===== src/hw/rtl/bcdc_pkg.sv =====
// ----------------------------------------------------------------------------
// bcdc_pkg
// Shared types, limits and BCD helper functions for the BCD calendar clock.
// ----------------------------------------------------------------------------
package bcdc_pkg;

  // Item kinds
  typedef enum logic [1:0] {
    MODE_TICK   = 2'd0,
    MODE_ADJUST = 2'd1,
    MODE_LOAD   = 2'd2,
    MODE_NOP    = 2'd3
  } mode_t;

  // Field stepped by an adjust word
  typedef enum logic [2:0] {
    FLD_SEC     = 3'd0,
    FLD_MIN     = 3'd1,
    FLD_HOUR    = 3'd2,
    FLD_WDAY    = 3'd3,
    FLD_DAY     = 3'd4,
    FLD_MONTH   = 3'd5,
    FLD_YEAR    = 3'd6,
    FLD_INVALID = 3'd7
  } field_t;

  // Full time and date register set
  typedef struct packed {
    logic [6:0] sec;
    logic [6:0] min;
    logic [5:0] hour;
    logic [2:0] wday;
    logic [5:0] day;
    logic [4:0] month;
    logic [7:0] year;
  } cal_t;

  // Upper limits, compared as raw 8-bit values
  localparam logic [7:0] SEC_MAX   = 8'h59;
  localparam logic [7:0] HOUR_MAX  = 8'h23;
  localparam logic [7:0] WDAY_MAX  = 8'h07;
  localparam logic [7:0] DAY_MAX   = 8'h31;
  localparam logic [7:0] MONTH_MAX = 8'h12;
  localparam logic [7:0] YEAR_MAX  = 8'h99;

  localparam logic [7:0] ZERO_MIN = 8'h00;
  localparam logic [7:0] ONE_MIN  = 8'h01;

  localparam cal_t CAL_RESET = '{sec: 7'h00, min: 7'h00, hour: 6'h00, wday: 3'd1,
                                 day: 6'h01, month: 5'h01, year: 8'h00};

  // Add one, then fix the low digit if it went past nine
  function automatic logic [7:0] bcd_inc(input logic [7:0] v);
    logic [7:0] r;
    r = v + 8'd1;
    if (r[3:0] > 4'd9) r = r + 8'd6;
    return r;
  endfunction

  // Tens digit times ten plus units digit (no check on digit range)
  function automatic logic [7:0] bcd_bin(input logic [7:0] v);
    return {1'b0, v[7:4], 3'b000} + {3'b000, v[7:4], 1'b0} + {4'b0000, v[3:0]};
  endfunction

  // Increment and wrap to the minimum past the maximum
  function automatic logic [7:0] bcd_step(input logic [7:0] v, input logic [7:0] lo,
                                          input logic [7:0] hi);
    logic [7:0] r;
    r = bcd_inc(v);
    return (r > hi) ? lo : r;
  endfunction

  // Month length from a binary month; out-of-range months count as 31 days
  function automatic logic [4:0] days_in(input logic [7:0] m, input logic leap);
    logic [4:0] d;
    case (m)
      8'd2:                      d = leap ? 5'd29 : 5'd28;
      8'd4, 8'd6, 8'd9, 8'd11:   d = 5'd30;
      default:                   d = 5'd31;
    endcase
    return d;
  endfunction

endpackage


===== src/hw/rtl/bcdc_tick.sv =====
// ----------------------------------------------------------------------------
// bcdc_tick
// One-second advance of the time and date with carry from field to field.
// ----------------------------------------------------------------------------
module bcdc_tick (
  input  bcdc_pkg::cal_t cur,
  output bcdc_pkg::cal_t nxt
);
  import bcdc_pkg::*;

  logic [7:0] s_inc, m_inc, h_inc, d_inc, mo_inc, y_inc;
  logic       s_wrap, m_wrap, h_wrap, d_wrap, mo_wrap, y_wrap;
  logic       c_min, c_hour, c_day, c_month, c_year;
  logic       leap;
  logic [4:0] mlen;

  // Per-field increment and wrap detect
  always_comb begin
    s_inc  = bcd_inc({1'b0, cur.sec});
    m_inc  = bcd_inc({1'b0, cur.min});
    h_inc  = bcd_inc({2'b00, cur.hour});
    d_inc  = bcd_inc({2'b00, cur.day});
    mo_inc = bcd_inc({3'b000, cur.month});
    y_inc  = bcd_inc(cur.year);

    s_wrap  = s_inc > SEC_MAX;
    m_wrap  = m_inc > SEC_MAX;
    h_wrap  = h_inc > HOUR_MAX;
    mo_wrap = mo_inc > MONTH_MAX;
    y_wrap  = y_inc > YEAR_MAX;

    // leap when binary year mod 4 is zero; month length from the old month
    leap   = (bcd_bin(cur.year) & 8'd3) == 8'd0;
    mlen   = days_in(bcd_bin({3'b000, cur.month}), leap);
    d_wrap = bcd_bin(d_inc) > {3'b000, mlen};
  end

  // Carry chain
  assign c_min   = s_wrap;
  assign c_hour  = c_min && m_wrap;
  assign c_day   = c_hour && h_wrap;
  assign c_month = c_day && d_wrap;
  assign c_year  = c_month && mo_wrap;

  always_comb begin
    nxt = cur;
    nxt.sec = s_wrap ? 7'h00 : s_inc[6:0];
    if (c_min)   nxt.min   = m_wrap ? 7'h00 : m_inc[6:0];
    if (c_hour)  nxt.hour  = h_wrap ? 6'h00 : h_inc[5:0];
    if (c_day) begin
      nxt.wday = (cur.wday == 3'd7) ? 3'd1 : cur.wday + 3'd1;
      nxt.day  = d_wrap ? 6'h01 : d_inc[5:0];
    end
    if (c_month) nxt.month = mo_wrap ? 5'h01 : mo_inc[4:0];
    if (c_year)  nxt.year  = y_wrap ? 8'h00 : y_inc;
  end

endmodule


===== src/hw/rtl/bcdc_update.sv =====
// ----------------------------------------------------------------------------
// bcdc_update
// Next-state logic for one item: tick, adjust write, load or no-op.
// ----------------------------------------------------------------------------
module bcdc_update (
  input  bcdc_pkg::mode_t  mode,
  input  bcdc_pkg::cal_t   load,
  input  bcdc_pkg::cal_t   cur,
  input  logic             skip,
  input  bcdc_pkg::field_t field,
  output bcdc_pkg::cal_t   nxt,
  output logic             skip_next,
  output logic             ignored,
  output logic             ferr
);
  import bcdc_pkg::*;

  cal_t       ticked;
  logic [7:0] st_sec, st_min, st_hour, st_wday, st_day, st_month, st_year;

  bcdc_tick u_tick (
    .cur (cur),
    .nxt (ticked)
  );

  // Adjust candidates for every field
  always_comb begin
    st_sec   = bcd_step({1'b0, cur.sec}, ZERO_MIN, SEC_MAX);
    st_min   = bcd_step({1'b0, cur.min}, ZERO_MIN, SEC_MAX);
    st_hour  = bcd_step({2'b00, cur.hour}, ZERO_MIN, HOUR_MAX);
    st_wday  = bcd_step({5'b00000, cur.wday}, ONE_MIN, WDAY_MAX);
    st_day   = bcd_step({2'b00, cur.day}, ONE_MIN, DAY_MAX);
    st_month = bcd_step({3'b000, cur.month}, ONE_MIN, MONTH_MAX);
    st_year  = bcd_step(cur.year, ZERO_MIN, YEAR_MAX);
  end

  // Item select
  always_comb begin
    nxt       = cur;
    skip_next = skip;
    ignored   = 1'b0;
    ferr      = 1'b0;
    unique case (mode)
      MODE_TICK: nxt = ticked;
      MODE_ADJUST: begin
        if (skip) begin
          // alternation: this write only clears the skip flag
          skip_next = 1'b0;
          ignored   = 1'b1;
        end else begin
          skip_next = 1'b1;
          unique case (field)
            FLD_SEC:     nxt.sec   = st_sec[6:0];
            FLD_MIN:     nxt.min   = st_min[6:0];
            FLD_HOUR:    nxt.hour  = st_hour[5:0];
            FLD_WDAY:    nxt.wday  = st_wday[2:0];
            FLD_DAY:     nxt.day   = st_day[5:0];
            FLD_MONTH:   nxt.month = st_month[4:0];
            FLD_YEAR:    nxt.year  = st_year;
            FLD_INVALID: begin
              ferr      = 1'b1;
              skip_next = 1'b0;
            end
          endcase
        end
      end
      MODE_LOAD: nxt = load;
      MODE_NOP:  nxt = cur;
    endcase
  end

endmodule


===== src/hw/rtl/bcd_calendar_clock.sv =====
// ----------------------------------------------------------------------------
// bcd_calendar_clock
// BCD time-of-day and calendar register set with tick, adjust and load items.
// ----------------------------------------------------------------------------
// One item is accepted per cycle while in_stall is low. Its result word passes
// through the input register, then one pass through the update logic into the
// state and result registers. The state update is a single combinational pass
// from the current register set, so consecutive items run back to back. A
// stalled result holds the input register, and the input stalls while the
// input register holds an item and the result register is full and stalled.
// The adjust field register is written through the cfg port, which is always
// ready; write it only while no items are in flight.
module bcd_calendar_clock (
  input  logic       clk,
  input  logic       rst,
  // configuration write
  input  logic       cfg_valid,
  output logic       cfg_ready,
  input  logic [2:0] cfg_data,
  // input items
  input  logic       in_valid,
  output logic       in_stall,
  input  logic [1:0] mode,
  input  logic [6:0] load_seconds,
  input  logic [6:0] load_minutes,
  input  logic [5:0] load_hours,
  input  logic [2:0] load_weekday,
  input  logic [5:0] load_day,
  input  logic [4:0] load_month,
  input  logic [7:0] load_year,
  // result items
  output logic       out_valid,
  input  logic       out_stall,
  output logic [6:0] seconds,
  output logic [6:0] minutes,
  output logic [5:0] hours,
  output logic [2:0] weekday,
  output logic [5:0] day,
  output logic [4:0] month,
  output logic [7:0] year,
  output logic       adjust_ignored,
  output logic       field_error
);
  import bcdc_pkg::*;

  field_t adjust_field;

  logic   s1_valid;
  mode_t  s1_mode;
  cal_t   s1_load;

  cal_t   cal;
  logic   skip;

  cal_t   cal_next;
  logic   skip_next;
  logic   ignored_next, ferr_next;

  cal_t   res;
  logic   res_ignored, res_ferr;

  logic   out_free, advance, in_take;

  // Pipeline flow control
  assign out_free  = !out_valid || !out_stall;
  assign advance   = s1_valid && out_free;
  assign in_stall  = s1_valid && !out_free;
  assign in_take   = in_valid && !in_stall;
  assign cfg_ready = 1'b1;

  // Configuration register
  always_ff @(posedge clk) begin
    if (rst) begin
      adjust_field <= FLD_SEC;
    end else if (cfg_valid && cfg_ready) begin
      adjust_field <= field_t'(cfg_data);
    end
  end

  // Input register
  always_ff @(posedge clk) begin
    if (rst) begin
      s1_valid <= 1'b0;
    end else if (in_take) begin
      s1_valid <= 1'b1;
    end else if (advance) begin
      s1_valid <= 1'b0;
    end
  end

  always_ff @(posedge clk) begin
    if (in_take) begin
      s1_mode <= mode_t'(mode);
      s1_load <= '{sec: load_seconds, min: load_minutes, hour: load_hours,
                   wday: load_weekday, day: load_day, month: load_month,
                   year: load_year};
    end
  end

  bcdc_update u_update (
    .mode      (s1_mode),
    .load      (s1_load),
    .cur       (cal),
    .skip      (skip),
    .field     (adjust_field),
    .nxt       (cal_next),
    .skip_next (skip_next),
    .ignored   (ignored_next),
    .ferr      (ferr_next)
  );

  // Clock and calendar state
  always_ff @(posedge clk) begin
    if (rst) begin
      cal  <= CAL_RESET;
      skip <= 1'b0;
    end else if (advance) begin
      cal  <= cal_next;
      skip <= skip_next;
    end
  end

  // Result register
  always_ff @(posedge clk) begin
    if (rst) begin
      out_valid <= 1'b0;
    end else if (advance) begin
      out_valid <= 1'b1;
    end else if (!out_stall) begin
      out_valid <= 1'b0;
    end
  end

  always_ff @(posedge clk) begin
    if (advance) begin
      res         <= cal_next;
      res_ignored <= ignored_next;
      res_ferr    <= ferr_next;
    end
  end

  assign seconds        = res.sec;
  assign minutes        = res.min;
  assign hours          = res.hour;
  assign weekday        = res.wday;
  assign day            = res.day;
  assign month          = res.month;
  assign year           = res.year;
  assign adjust_ignored = res_ignored;
  assign field_error    = res_ferr;

endmodule


===== config.mk =====
export PLATFORM = sky130hd
export DESIGN_NAME = bcd_calendar_clock
export DESIGN_NICKNAME = d
export VERILOG_FILES = /design/src/hw/rtl/bcdc_pkg.sv /design/src/hw/rtl/bcdc_tick.sv /design/src/hw/rtl/bcdc_update.sv /design/src/hw/rtl/bcd_calendar_clock.sv
export SDC_FILE = /design/constraint.sdc
export NUM_CORES = 1
export LEC_CHECK = 0
export BUFFER_PORTS_ARGS = -buffer_cell sky130_fd_sc_hd__buf_2
export CAP_MARGIN = 20
export CORE_UTILIZATION = 40
export CTS_CLUSTER_SIZE = 12
export DETAILED_ROUTE_END_ITERATION = 8
export PLACE_DENSITY = 0.67
export SYNTH_ARGS = -nofsm -noshare
export SYNTH_HDL_FRONTEND = slang
export SYNTH_HIERARCHICAL = 1
export SYNTH_SLANG_ARGS = --single-unit

===== constraint.sdc =====
create_clock -name clk -period 11.5 [get_ports clk]
set_clock_uncertainty 0.2 [all_clocks]
set_input_delay 1.725 -clock clk [delete_from_list [all_inputs] [get_ports clk]]
set_output_delay 1.725 -clock clk [all_outputs]
set_load 0.01 [all_outputs]

== After elaboration in Yosys (flattened, before gate mapping) ==
Cells that the tools add are included.

* $add $sub $neg: 21
* Reductions and logical operators: 19
* Equal/unequal tests: 17
* Bitwise logic cells: 1
* Shifts and indexed selects: 0
* Divide/modulo/power cells: 0
* $lt $le $gt $ge: 15
* Mux-type cells: 44
* Multipliers: 0

{| class="wikitable"
|+ Operators by type and width
! cell !! count
|-
| $pmux W42 S4 || 1
|-
| $mux W8 || 10
|-
| $add A8 B3 Y8 const B || 7
|-
| $mux W7 || 7
|-
| $mux W42 || 1
|-
| $mux W6 || 7
|-
| $gt A4 B4 Y1 const B || 7
|-
| $mux W5 || 4
|-
| $add A7 B1 Y8 const B || 2
|-
| $gt A8 B6 Y1 const B || 2
|-
| $gt A8 B7 Y1 const B || 2
|-
| $eq A3 B3 Y1 const B || 5
|-
| $add A6 B1 Y7 const B || 2
|-
| $eq A6 B3 Y1 const B || 2
|-
| $eq A6 B4 Y1 const B || 2
|-
| $mux W1 || 9
|-
| $mux W3 || 3
|-
| $mux W9 || 1
|-
| $add A7 B5 Y8 || 1
|-
| $add A8 B1 Y8 const B || 1
|-
| $add A8 B4 Y8 || 1
|-
| $gt A8 B3 Y1 const B || 1
|-
| $gt A8 B5 Y1 || 1
|-
| $gt A8 B5 Y1 const B || 1
|-
| other kinds (26) || 37
|}

* Bits of input ports: 52
* Logic and storage cells: 145
* Memories: 0
* Bits in read-only memories: 0
* Latch bits: 0
* Flip-flop bits (word level): 136
* RAM bits: 0

== Longest topological paths before layout ==
Gate-level depths: netlist (run 1).

* Word-level depth: 10
* Gate-level depth with buffers: 26
* Mapped depth without buffers: 25

== By module ==
Netlist (run 1), hierarchy kept.

{| class="wikitable"
|+ Modules (own cells, without submodules)
! module !! area an instance (um2) !! cells each !! sequential area each (um2) !! times used
|-
| bcd_calendar_clock || 4,782.1 || 296 || 3,603.5 || 1
|-
| bcdc_update || 3,928.8 || 634 || 0.0 || 1
|-
| bcdc_tick || 2,957.8 || 453 || 0.0 || 1
|}

== Worst setup path after synthesis (run 1) ==
Ideal clock, no wire load.

* Path type: reg2reg
* From: register cal[13] in the netlist's numbering
* To: register cal[3] in the netlist's numbering
* Arrival time: 4.762 ns
* Period minus slack after synthesis: 5.034 ns
* Setup slack: 6.466 ns
* Path buffers: 1
* Data required time: 11.228 ns
* Stages on the path, launching flop included: 26
* Cell sequence: dfxtp_1 > inv_1 > ha_1 > nor2b_1 > o31a_1 > nor2_1 > nand2_1 > xor2_1 > ha_1 > ha_1 > inv_1 > fa_1 > xor2_1 > a2111oi_0 > a311o_1 > a21bo_2 > nand4b_4 > buf_2 > o31ai_1 > nor2_1 > nor2_1 > o22ai_1 > nor3_1 > o2bb2ai_1 > nand2b_1 > mux2i_1

{| class="wikitable"
|+ RTL lines
! item !! RTL line !! RTL
|-
| start: declaration || bcd_calendar_clock.sv:52 || <nowiki>cal_t cal;</nowiki>
|-
| start signal: assignment || bcd_calendar_clock.sv:118 || <nowiki>cal <= cal_next;</nowiki>
|}

==> results.env, run 1 <==
GRT_ANTENNA_BEFORE_REPAIR=0
CTS_TREE='yes'
WORST-PATH-BUF-INV=1
WORST_PIN_SLEW_NS=1.02
POST-ROUTE-DRC-COUNT=0
SYNTH-XOR-AREA-SHARE_PCT=6.72
CRIT_PATH_CELL_TRACE='inv_1 -> ha_1 -> nor3b_1 -> o21ai_0 -> a221oi_1 -> xnor2_1 -> fa_1 -> xor2_1 -> a2111oi_0 -> a311o_1 -> a21bo_2 -> nand4b_4 -> o31ai_1 -> nor2_1 -> nor2_1 -> o22ai_1 -> nor4b_1 -> o2bb2ai_1 -> nand2b_1 -> mux2i_1'
CRITPATHCAPTURETYPE='flip-flop'
SEQ_AREA_SQ_UM=3600
CAP_VIOLATIONS=0
SYN_TO_FINAL_GROWTH_PCT=11.0
CRITICAL-PATH-TOP-CELL-BY-COUNT='nor2_1'
SETUP_REPAIR_AFTER_GLOBAL_ROUTING_MISSED_ITS_MARGIN='false'
YS_SEQ_AREA_SHARE_PCT=30.9
ASYNC_FLOP_SHARE_PCT=0
SYN_NETS=1488
POWER_DENSITY_OVER_THE_CELLS_nW_PER_UM2=108
CLKTRANSATPATHREGS_NS=0.07
STATUS='completed'
MULTIINPUTGATEAREA_SQ_UM=7350
WORST_PATH_DOMINANT_CELL_FAMILY='compound AO/OA/AOI/OAI gates'
MAPPEDNETLISTAREA_SQ_UM=11700
N_FILL_CELL=2779
GR-TOTAL-OVERFLOW=0
CLOCK-ROOT-BUFFER='clkbuf_16'
DRTITER0DRC=692
SYNTH_ENABLE_FLOP_CELLS=88
SYN_AVG_CELL_AREA_SQ_UM=8.44
DETAILEDROUTE.FIRSTPASSITERATIONCOUNT=5
VDD_IR_DROP_MAX_mV=0.0856
SYNTH-MAIN-FF-CELL='edfxtp_1'
GLOBAL_ROUTE_WIRE_LENGTH_BEFORE_REPAIR_MM=49.2
COREAREA_SQ_UM=28700
OVERALL_VIA_COUNT_FROM_DETAIL_ROUTE=10298
IOS=99
REPORT.FINAL.HOLD_VIOL_COUNT=0
VIASPERCELL=5.64
ROUTED_WIRELENGTH_MM=30.0
NETS=1533
TOTAL_ROUTING_RESOURCE_UTILIZATION_AFTER_GLOBAL_ROUTING_PCT=20.1
WORST_PATH_MAX_DELAY_CELL='a221oi_1'
MOSTFREQUENTLAYOUTCELL='nand2b_1'
ANTENNA_CELLS=0
TIMING.FMAX_GHz=0.169
FP-ROW-COUNT=62
NUMCTSBUFFERS=17
CRITPATHLAUNCHTYPE='flip-flop'
CLOCK_TREE.HTREE_LEVEL_COUNT=4
STARTING_DENSITY_PCT=40.7
POST-CTS-SETUP-BUFFERS=0
SYNTHDISTINCTLIBCELLS=87
SETUP_TNS_NS=0
IO_BUFFERS=97
WORSTPATHARRIVAL_NS=6.07
DPL-INSTANCE-AREA_SQ_UM=12300
SYNTH-COMPOUND-AREA-SHARE_PCT=19.3
DIE_Y_MICRONS=173
ANT_NETS=0
SYN-INSTANCE-COUNT=1383
WORSTPATHREQUIRED_NS=11.66
NUMBER_OF_GLOBAL_ROUTE_VIAS_BEFORE_REPAIR=9716
WORST-SETUP-PATH-TYPE='reg -> reg'
DP_HPWL_MM=20.6
CTS_RESIZED=0
FP.DIEW_MICRONS=173
FINAL_LAYOUT_SIZE_SUFFIX_GT1_SHARE_PCT=12.6
WORST_PATH_LARGEST_CELL_DELAY_NS=0.67
PER_CELL_ROUTED_WIRE_LENGTH_MICRONS=16.4
LEAKAGEPOWER_nW=4.79
DESIGN.DIE.AREA_SQ_UM=29900
TIMING.FINAL.CRIT_SHARE_PCT=51.4
FINAL_MAX_SLEW_VIOL_COUNT=0
SYNTH_FA_HA_AREA_SHARE_PCT=5.75
YOSYS_WARNINGS=6
FINAL_AREA_SQ_UM=13000
CTS.PATH.MAX_BUFFERS=2
TIMING.FINAL.CRIT_PERIOD_NS=5.91
SYNTH_MUX_AREA_SHARE_PCT=6.87
SETUP_VIOL_COUNT_FINAL=0
MIN-DELAY-PATH-CLASS='reg -> reg'
GRT_START_MAX_NET_PINS=96
LAYOUT.CELLS.MOST_COMMON_LIST='110 x nand2b_1, 103 x nand2_1, 97 x nor2_1, 97 x buf_2, 88 x edfxtp_1'
CLKLATENCYLATEPIN_NS=0.43
CRITICAL_PATH_PEAK_FANOUT=16
CLKSINKCOUNT=136
YOSYS_REGISTER_BITS=136
COMBINATIONAL_FAMILY_WITH_THE_MOST_AREA_AFTER_SYNTHESIS='simple AND/OR/NAND/NOR gates'
MAX_SLEW_MARGIN_PCT=31.7
YOSYS.AREA_SHARE.SIMPLE_PCT=24.1
GP_CONGESTION=0.876
POSTCTSHOLDBUFS=0
cells by family (layout without fill, tap and decap cells):
logic type               after synthesis  after routing
AND/OR/NAND/NOR                      530            530
AO/OA/AOI/OAI                        327            327
flip-flops                           136            136
XOR/XNOR                              88             88
buffers and inverters                168            226
adder cells (fa/ha/maj)               53             53
multiplexers                          79             79
other                                  2              2
synthesized netlist by cell type (11+ instances only):
library cell	number	area share (%)
xor2_1	34	2.6
nand2_1	103	3.3
o22ai_1	34	1.8
nor2b_1	42	2.3
and2_1	12	0.64
edfxtp_1	88	23
or3_1	13	0.70
clkbuf_1	56	1.8
and3_1	11	0.59
ha_1	52	5.6
xnor2_1	53	4.0
o31ai_1	17	1.1
a211oi_1	18	1.2
nor2_1	98	3.2
inv_1	86	2.8
mux2i_1	70	6.0
nor3_1	32	1.4
buf_2	13	0.56
a21oi_1	53	2.3
a31oi_1	32	1.7
nand3_1	50	2.1
dfxtp_1	48	8.2
o211ai_1	11	0.71
o21ai_0	55	2.4
nand2b_1	110	5.9
power by group:
group	total (W)	internal (W)	switching, W
sequential	0.000577	0.000548	0.0000293
clock	0.000601	0.000354	0.000247
combinational	0.000218	0.0000910	0.000127
total	0.00140	0.000993	0.000403
metrics by stage:
| step | setup slack (ns) | utilization (%) | hold WS [ns] | power [W] | std cells |
|---|---|---|---|---|---|
| after floorplan | 6.47 | - | 0.247 | 0.000741 | 1383 |
| after global placement | 5.89 | 42.9 | 0.276 | 0.000798 | 1793 |
| after detailed placement | 5.58 | 42.9 | 0.306 | 0.000803 | 1793 |
| after CTS | 5.55 | 45.1 | 0.323 | 0.00140 | 1825 |
| after global routing | 4.99 | 45.1 | 0.360 | 0.00145 | 1825 |
| final | 5.59 | 45.1 | 0.320 | 0.00140 | 1825 |
tightest hold or removal path, delay by kind of cell (launching register included):
family           cells  cell delay (ns)
flip-flops           1             0.36
AO/OA/AOI/OAI        1             0.05
AND/OR/NAND/NOR      1             0.07
registers in the layout, summed over array words and instances (netlist names), 2 cells and up:
| register | flops |
|---|---|
| s1_mode | 2 |
| seconds | 7 |
| day | 6 |
| adjust_field | 3 |
| year | 8 |
| s1_load | 42 |
| cal | 42 |
| month | 5 |
| weekday | 3 |
| minutes | 7 |
| hours | 6 |
path summary, 6_finish.rpt:
| path | slack (ns) | to | from | cells past startpoint |
|---|---|---|---|---|
| setup / recovery | 5.59 | cal[2] | cal[13] | 20 |
| hold / removal | 0.32 | out_valid | s1_valid | 2 |
| setup reg to reg | 5.59 | cal[2] | cal[13] | 20 |
| hold reg to reg | 0.32 | out_valid | s1_valid | 2 |
layout make-up:
cell class / count / share of cell area (%)
multi-input cells: 1079 / 56.8
inverters: 86 / 2.49
flip-flops and latches: 136 / 27.8
well taps: 384 / 3.71
clock inverters: 14 / 1.44
repair buffers: 108 / 4.39
clock buffers: 18 / 3.39
per-layer routing:
metal	up-vias	GRT usage [%]	wire length, microns
met4	0	6.90	651
li1	5077	-	-
met3	42	2.77	1140
met1	4907	26.9	14100
met5	-	0	0
met2	272	33.2	14100
No activity file was read; power rests on OpenSTA's default activity.
==> inputs of run 2 (changes only) <==
- PLACE_DENSITY: 0.67 -> 0.69
- clock period: 11.5 -> 5 ns (I/O delays scaled with it)
==> results.env, run 2 (same netlist as run 1, synthesis figures left out) <==
STATUS='completed'
LEAKAGEPOWER_nW=5.00  # +4.3%
NUMCTSBUFFERS=17  # unchanged
GR-TOTAL-OVERFLOW=0  # unchanged
SETUP_VIOL_COUNT_FINAL=0  # unchanged
CLKLATENCYLATEPIN_NS=0.44  # about the same
PER_CELL_ROUTED_WIRE_LENGTH_MICRONS=16.7  # +2.0%
GLOBAL_ROUTE_WIRE_LENGTH_BEFORE_REPAIR_MM=50.1  # +1.8%
WORST_CASE_REGISTER_TO_REGISTER_SETUP_SLACK_NS=0.06  # -5.53 ns
POST-ROUTE-DRC-COUNT=0  # unchanged
MAX_SLEW_MARGIN_PCT=33.4  # +1.6 points
REPORT.FINAL.HOLD_VIOL_COUNT=0  # unchanged
N_FILL_CELL=2750  # -1.0%
DETAILEDROUTE.FIRSTPASSITERATIONCOUNT=5  # unchanged
GP_CONGESTION=0.884  # +1.0%
SEQ_AREA_SQ_UM=3610  # +0.21%
CRITICAL_PATH_PEAK_FANOUT=6  # -10
GRT_START_MAX_NET_PINS=59  # -39%
PRE_CTS_SLACK_NS=-0.0238  # -5.60 ns
IOS=99  # unchanged
CRITPATHCAPTURETYPE='flip-flop'
ROUTED_WIRELENGTH_MM=31.2  # +4.1%
WORSTPATHREQUIRED_NS=5.17  # -6.49 ns
MOSTFREQUENTLAYOUTCELL='nand2b_1'
FINAL_LAYOUT_SIZE_SUFFIX_GT1_SHARE_PCT=16.2  # +3.6 points
CRITPATHLAUNCHTYPE='flip-flop'
VDD_IR_DROP_MAX_mV=0.175  # +100%
SYN_TO_FINAL_GROWTH_PCT=14.7
TOTAL_ROUTING_RESOURCE_UTILIZATION_AFTER_GLOBAL_ROUTING_PCT=20.6  # +0.49 points
WORSTSETUPENDPOINT='cal[6]'
SETUP_REPAIR_AFTER_GLOBAL_ROUTING_MISSED_ITS_MARGIN='true'
DRTITER0DRC=745  # +7.7%
WORST-SETUP-PATH-TYPE='reg -> reg'
TIMING.FINAL.CRIT_SHARE_PCT=98.9  # +47 points
POSTCTSHOLDBUFS=0  # unchanged
DESIGN.DIE.AREA_SQ_UM=29900  # unchanged
NUMBER_OF_GLOBAL_ROUTE_VIAS_BEFORE_REPAIR=9860  # +1.5%
FINAL_UTIL_PCT=46.6  # +1.5 points
FP-ROW-COUNT=62  # unchanged
VIASPERCELL=5.67  # +0.44%
TIMING.FINAL.CRIT_PERIOD_NS=4.94  # -0.967 ns
TIMING.FMAX_GHz=0.202  # +20%
STARTING_DENSITY_PCT=40.7  # unchanged
WORSTPATHARRIVAL_NS=5.11  # -0.96 ns
WORST_PIN_SLEW_NS=0.997  # -0.0271 ns
POWER_DENSITY_OVER_THE_CELLS_nW_PER_UM2=241  # +120%
IO_BUFFERS=97  # unchanged
REG2REG_DEPTH=25  # +25%
MULTIINPUTGATEAREA_SQ_UM=7480  # +1.8%
ANTENNA_CELLS=0  # unchanged
GRT_ANTENNA_BEFORE_REPAIR=0  # unchanged
CAP_VIOLATIONS=0  # unchanged
FINAL_MAX_SLEW_VIOL_COUNT=0  # unchanged
CLOCK_TREE.HTREE_LEVEL_COUNT=4  # unchanged
LAYOUT.CELLS.MOST_COMMON_LIST='109 x nand2b_1, 102 x nand2_1, 97 x buf_2, 96 x nor2_1, 88 x edfxtp_1'
CLOCK-ROOT-BUFFER='clkbuf_16'
PLACED_CELLS_INCL_TAPS=1825  # +1.8%
FINISH.CELL_COUNT_WITHOUT_FILLERS=1863  # +2.1%
CLKSINKCOUNT=136  # unchanged
FINALWORSTSETUPSLACK_NS=0.0572  # -5.53 ns
NETS=1571  # +2.5%
WORST_R2R_ENDPOINT='cal[6]'
OVERALL_VIA_COUNT_FROM_DETAIL_ROUTE=10559  # +2.5%
MIN-DELAY-PATH-CLASS='in -> reg'
CTS.PATH.MAX_BUFFERS=2  # unchanged
FP.DIEW_MICRONS=173  # unchanged
ANT_NETS=0  # unchanged
DP_HPWL_MM=22.1  # +7.6%
WORST_FLOP_TO_FLOP_PATH_STARTPOINT='cal[13]'
WORSTSETUPSTARTPOINT='cal[13]'
CTS_TREE='yes'
DIE_Y_MICRONS=173  # unchanged
CLKTRANSATPATHREGS_NS=0.07  # about the same
COREAREA_SQ_UM=28700  # unchanged
TIMING.HOLD.WS_NS=0.280  # -0.0395 ns
run 2: cell types whose count changed in the layout (fill, tap and decap cells not counted), sizes merged:
cell / delta
clkinvlp: +2
bufinv: +1
clkbuf: +3
buf: +38
inv: -6
run 2: how the worst min path moves through the flow:
stage | start | to | slack (ns) | cells after the start
detailed placement | s1_valid | out_valid | 0.30 | 2
global placement | s1_valid | out_valid | 0.28 | 2
global route | load_day[3] | s1_load[16] | 0.27 | 1
floorplan | skip | skip | 0.25 | 2
finish | load_day[0] | s1_load[13] | 0.28 | 1
CTS | load_month[0] | s1_load[8] | 0.26 | 1
run 2: through the flow:
step | setup TNS, ns | total power (W) | instance area [sq um]
6_report | 0 | 0.00322 | 13400
3_5_place_dp | -0.0416 | 0.00186 | 12600
2_1_floorplan | 0 | 0.00171 | 11700
4_1_cts | 0 | 0.00323 | 13200
5_1_grt | -1.12 | 0.00335 | 13400
3_3_place_gp | 0 | 0.00185 | 12600
run 2: metal layers:
metal | GRT usage, % | routed length [microns] | up-vias | share of wire (%)
met2 | 33.8 | 14700 | 355 | 47
met5 | 0 | 0 | - | 0
met3 | 3.17 | 1720 | 69 | 5.5
met4 | 8.92 | 960 | 0 | 3.1
li1 | - | - | 5147 | -
met1 | 26.8 | 13800 | 4988 | 44
run 2: layout make-up:
| cell class | instances | share of cell area [%] |
|---|---|---|
| Multi-Input combinational cell | 1079 | 55.9 |
| Sequential cell | 136 | 27.0 |
| Timing Repair Buffer | 146 | 6.52 |
| Tap cell | 384 | 3.59 |
| Clock inverter | 11 | 1.32 |
| Inverter | 86 | 2.43 |
| Clock buffer | 21 | 3.29 |
run 2: repair_timing:
action / in CTS / in global routing
buffers inserted: 0 / 6
resized for setup: 2 / 35
pin swaps: 1 / 13
setup endpoints to repair: 2 / 20
hold endpoints to repair: 0 / 0
run 2: critical path: stages (launching register included):
cell	delay, ns
dfxtp_4	0.38
inv_4	0.05
ha_4	0.15
nor2b_4	0.12
o31a_1	0.31
nor2_1	0.11
nand2_1	0.09
xor2_2	0.20
ha_1	0.30
ha_2	0.19
inv_2	0.06
fa_2	0.41
nand2b_4	0.15
a2111oi_4	0.25
a311o_1	0.17
a21bo_2	0.23
nand4b_4	0.19
buf_6	0.17
buf_6	0.13
or4_1	0.39
o21ai_1	0.10
mux2i_1	0.09
o22ai_1	0.13
a31o_2	0.14
nand2b_1	0.06
mux2i_1	0.11
run 2: report_power, final:
group          leakage (nW)  internal [W]  switching, W
registers              1.24       0.00126     0.0000530
logic                  3.48      0.000227      0.000321
clock network         0.284      0.000838      0.000521
total                  5.00       0.00233      0.000895
==> inputs of run 3 (changes only) <==
- CTS_BUF_LIST: default -> sky130_fd_sc_hd__clkbuf_8
==> results.env, run 3 (same netlist as run 1, synthesis figures left out) <==
STATUS='completed'
DETAILEDROUTE.FIRSTPASSITERATIONCOUNT=5  # unchanged
WORST-SETUP-PATH-TYPE='reg -> reg'
GRT_ANTENNA_BEFORE_REPAIR=0  # unchanged
SETUP_VIOL_COUNT_FINAL=0  # unchanged
CLOCK-ROOT-BUFFER='clkbuf_8'
MIN-DELAY-PATH-CLASS='in -> reg'
FP.DIEW_MICRONS=173  # unchanged
DP_HPWL_MM=22.1  # unchanged
MAX_SLEW_MARGIN_PCT=35.1  # +1.7 points
WORST_PATH_MAX_DELAY_CELL='fa_2'
REPORT.FINAL.HOLD_VIOL_COUNT=0  # unchanged
OVERALL_VIA_COUNT_FROM_DETAIL_ROUTE=10563  # +0.038%
GP_CONGESTION=0.884  # unchanged
CLKSINKCOUNT=136  # unchanged
TOTAL_ROUTING_RESOURCE_UTILIZATION_AFTER_GLOBAL_ROUTING_PCT=20.6  # -0.023 points
GLOBAL_ROUTE_WIRE_LENGTH_BEFORE_REPAIR_MM=50.1  # -0.11%
SETUP_REPAIR_AFTER_GLOBAL_ROUTING_MISSED_ITS_MARGIN='true'
TIMING.FMAX_GHz=0.202  # about the same
MOSTFREQUENTLAYOUTCELL='nand2b_1'
WORSTPATHARRIVAL_NS=5.17  # +0.06 ns
DIE_Y_MICRONS=173  # unchanged
ANTENNA_CELLS=0  # unchanged
COREAREA_SQ_UM=28700  # unchanged
CTS.PATH.MAX_BUFFERS=2  # unchanged
LAYOUT.CELLS.MOST_COMMON_LIST='109 x nand2b_1, 102 x nand2_1, 97 x buf_2, 96 x nor2_1'
CRITPATHCAPTURETYPE='flip-flop'
NUMCTSBUFFERS=17  # unchanged
POSTCTSHOLDBUFS=0  # unchanged
CRITPATHLAUNCHTYPE='flip-flop'
LEAKAGEPOWER_nW=4.93  # -1.4%
POWER_DENSITY_OVER_THE_CELLS_nW_PER_UM2=219  # -9.2%
CRITICAL_PATH_PEAK_FANOUT=6  # unchanged
TIMING.FINAL.CRIT_SHARE_PCT=98.9  # about the same
NUMBER_OF_GLOBAL_ROUTE_VIAS_BEFORE_REPAIR=9845  # -0.15%
GR-TOTAL-OVERFLOW=0  # unchanged
PLACED_CELLS_INCL_TAPS=1825  # unchanged
VIASPERCELL=5.67  # about the same
TIMING.FINAL.CRIT_PERIOD_NS=4.94  # +0.000306 ns
FINISH.CELL_COUNT_WITHOUT_FILLERS=1863  # unchanged
STARTING_DENSITY_PCT=40.7  # unchanged
FINAL_MAX_SLEW_VIOL_COUNT=0  # unchanged
CLKTRANSATPATHREGS_NS=0.10  # +0.03 ns
FP-ROW-COUNT=62  # unchanged
FINAL_LAYOUT_SIZE_SUFFIX_GT1_SHARE_PCT=16.2  # unchanged
SYN_TO_FINAL_GROWTH_PCT=13.1
DRTITER0DRC=740  # -0.67%
IO_BUFFERS=97  # unchanged
PER_CELL_ROUTED_WIRE_LENGTH_MICRONS=16.8  # +0.34%
NETS=1571  # unchanged
WORST_PATH_LARGEST_CELL_DELAY_NS=0.41  # about the same
ANT_NETS=0  # unchanged
CLOCK_TREE.HTREE_LEVEL_COUNT=4  # unchanged
WORST_PIN_SLEW_NS=0.972  # -0.0250 ns
GRT_START_MAX_NET_PINS=59  # unchanged
ROUTED_WIRELENGTH_MM=31.3  # +0.34%
TIMING.HOLD.WS_NS=0.230  # -0.0500 ns
DESIGN.DIE.AREA_SQ_UM=29900  # unchanged
WORSTPATHREQUIRED_NS=5.22  # +0.05 ns
POST-ROUTE-DRC-COUNT=0  # unchanged
IOS=99  # unchanged
VDD_IR_DROP_MAX_mV=0.123  # -30%
CTS_TREE='yes'
CAP_VIOLATIONS=0  # unchanged
CLKLATENCYLATEPIN_NS=0.48  # +0.04 ns
==> run 3: critical path, delay by kind of cell (launching register included) <==
family / cells / cell delay [ns]
compound gates: 7 / 1.32
simple gates: 7 / 1.11
fa+ha+maj: 4 / 1.06
buf+inv: 4 / 0.44
flops: 1 / 0.35
xor+xnor: 1 / 0.20
mux: 2 / 0.20
==> run 3: final cells by class <==
cell class / count / area, sq um
Inverter: 86 / 325
Sequential cell: 136 / 3610
Multi-Input combinational cell: 1079 / 7480
Timing Repair Buffer: 146 / 873
Fill cell: 2765 / 15500
Clock inverter: 15 / 191
Tap cell: 384 / 480
Clock buffer: 17 / 234
==> run 3: layer usage <==
layer / vias up / track usage (%) / share of wire (%)
li1: 5149 / - / -
met1: 5048 / 26.6 / 45
met2: 306 / 33.7 / 47
met3: 60 / 3.65 / 4.8
met4: 0 / 8.74 / 2.9
met5: - / 0 / 0
==> run 3: final timing paths <==
| check | slack (ns) | to | startpoint | cells past startpoint |
|---|---|---|---|---|
| hold / removal | 0.23 | s1_load[8] | load_month[0] | 1 |
| setup / recovery | 0.06 | cal[6] | cal[14] | 25 |
| setup reg to reg | 0.06 | cal[6] | cal[14] | 25 |
| hold reg to reg | 0.31 | out_valid | s1_valid | 2 |
==> run 3: stage by stage <==
stage	total power, W	TNS [ns]	util [%]	instance area (sq um)	worst slack (ns)
2_1_floorplan	0.00171	0	-	11700	0.0260
3_3_place_gp	0.00185	0	43.8	12600	0.125
3_5_place_dp	0.00186	-0.0416	43.8	12600	-0.0238
4_1_cts	0.00289	0	45.3	13000	0.0135
5_1_grt	0.00301	-1.19	46.0	13200	-0.190
6_report	0.00288	0	46.0	13200	0.0569
==> run 3: repair_timing <==
| item | 4_1_cts | 5_1_grt |
|---|---|---|
| resized for setup | 2 | 35 |
| setup endpoints to repair | 2 | 20 |
| pin swaps | 1 | 13 |
| setup buffers | 0 | 6 |
==> run 3: report_power, final <==
part / internal [W] / leakage (nW) / switching, W / total, W
Clock: 0.000538 / 0.213 / 0.000483 / 0.00102
Combinational: 0.000227 / 3.48 / 0.000323 / 0.000549
Sequential: 0.00126 / 1.24 / 0.0000531 / 0.00131
Total: 0.00202 / 4.93 / 0.000859 / 0.00288
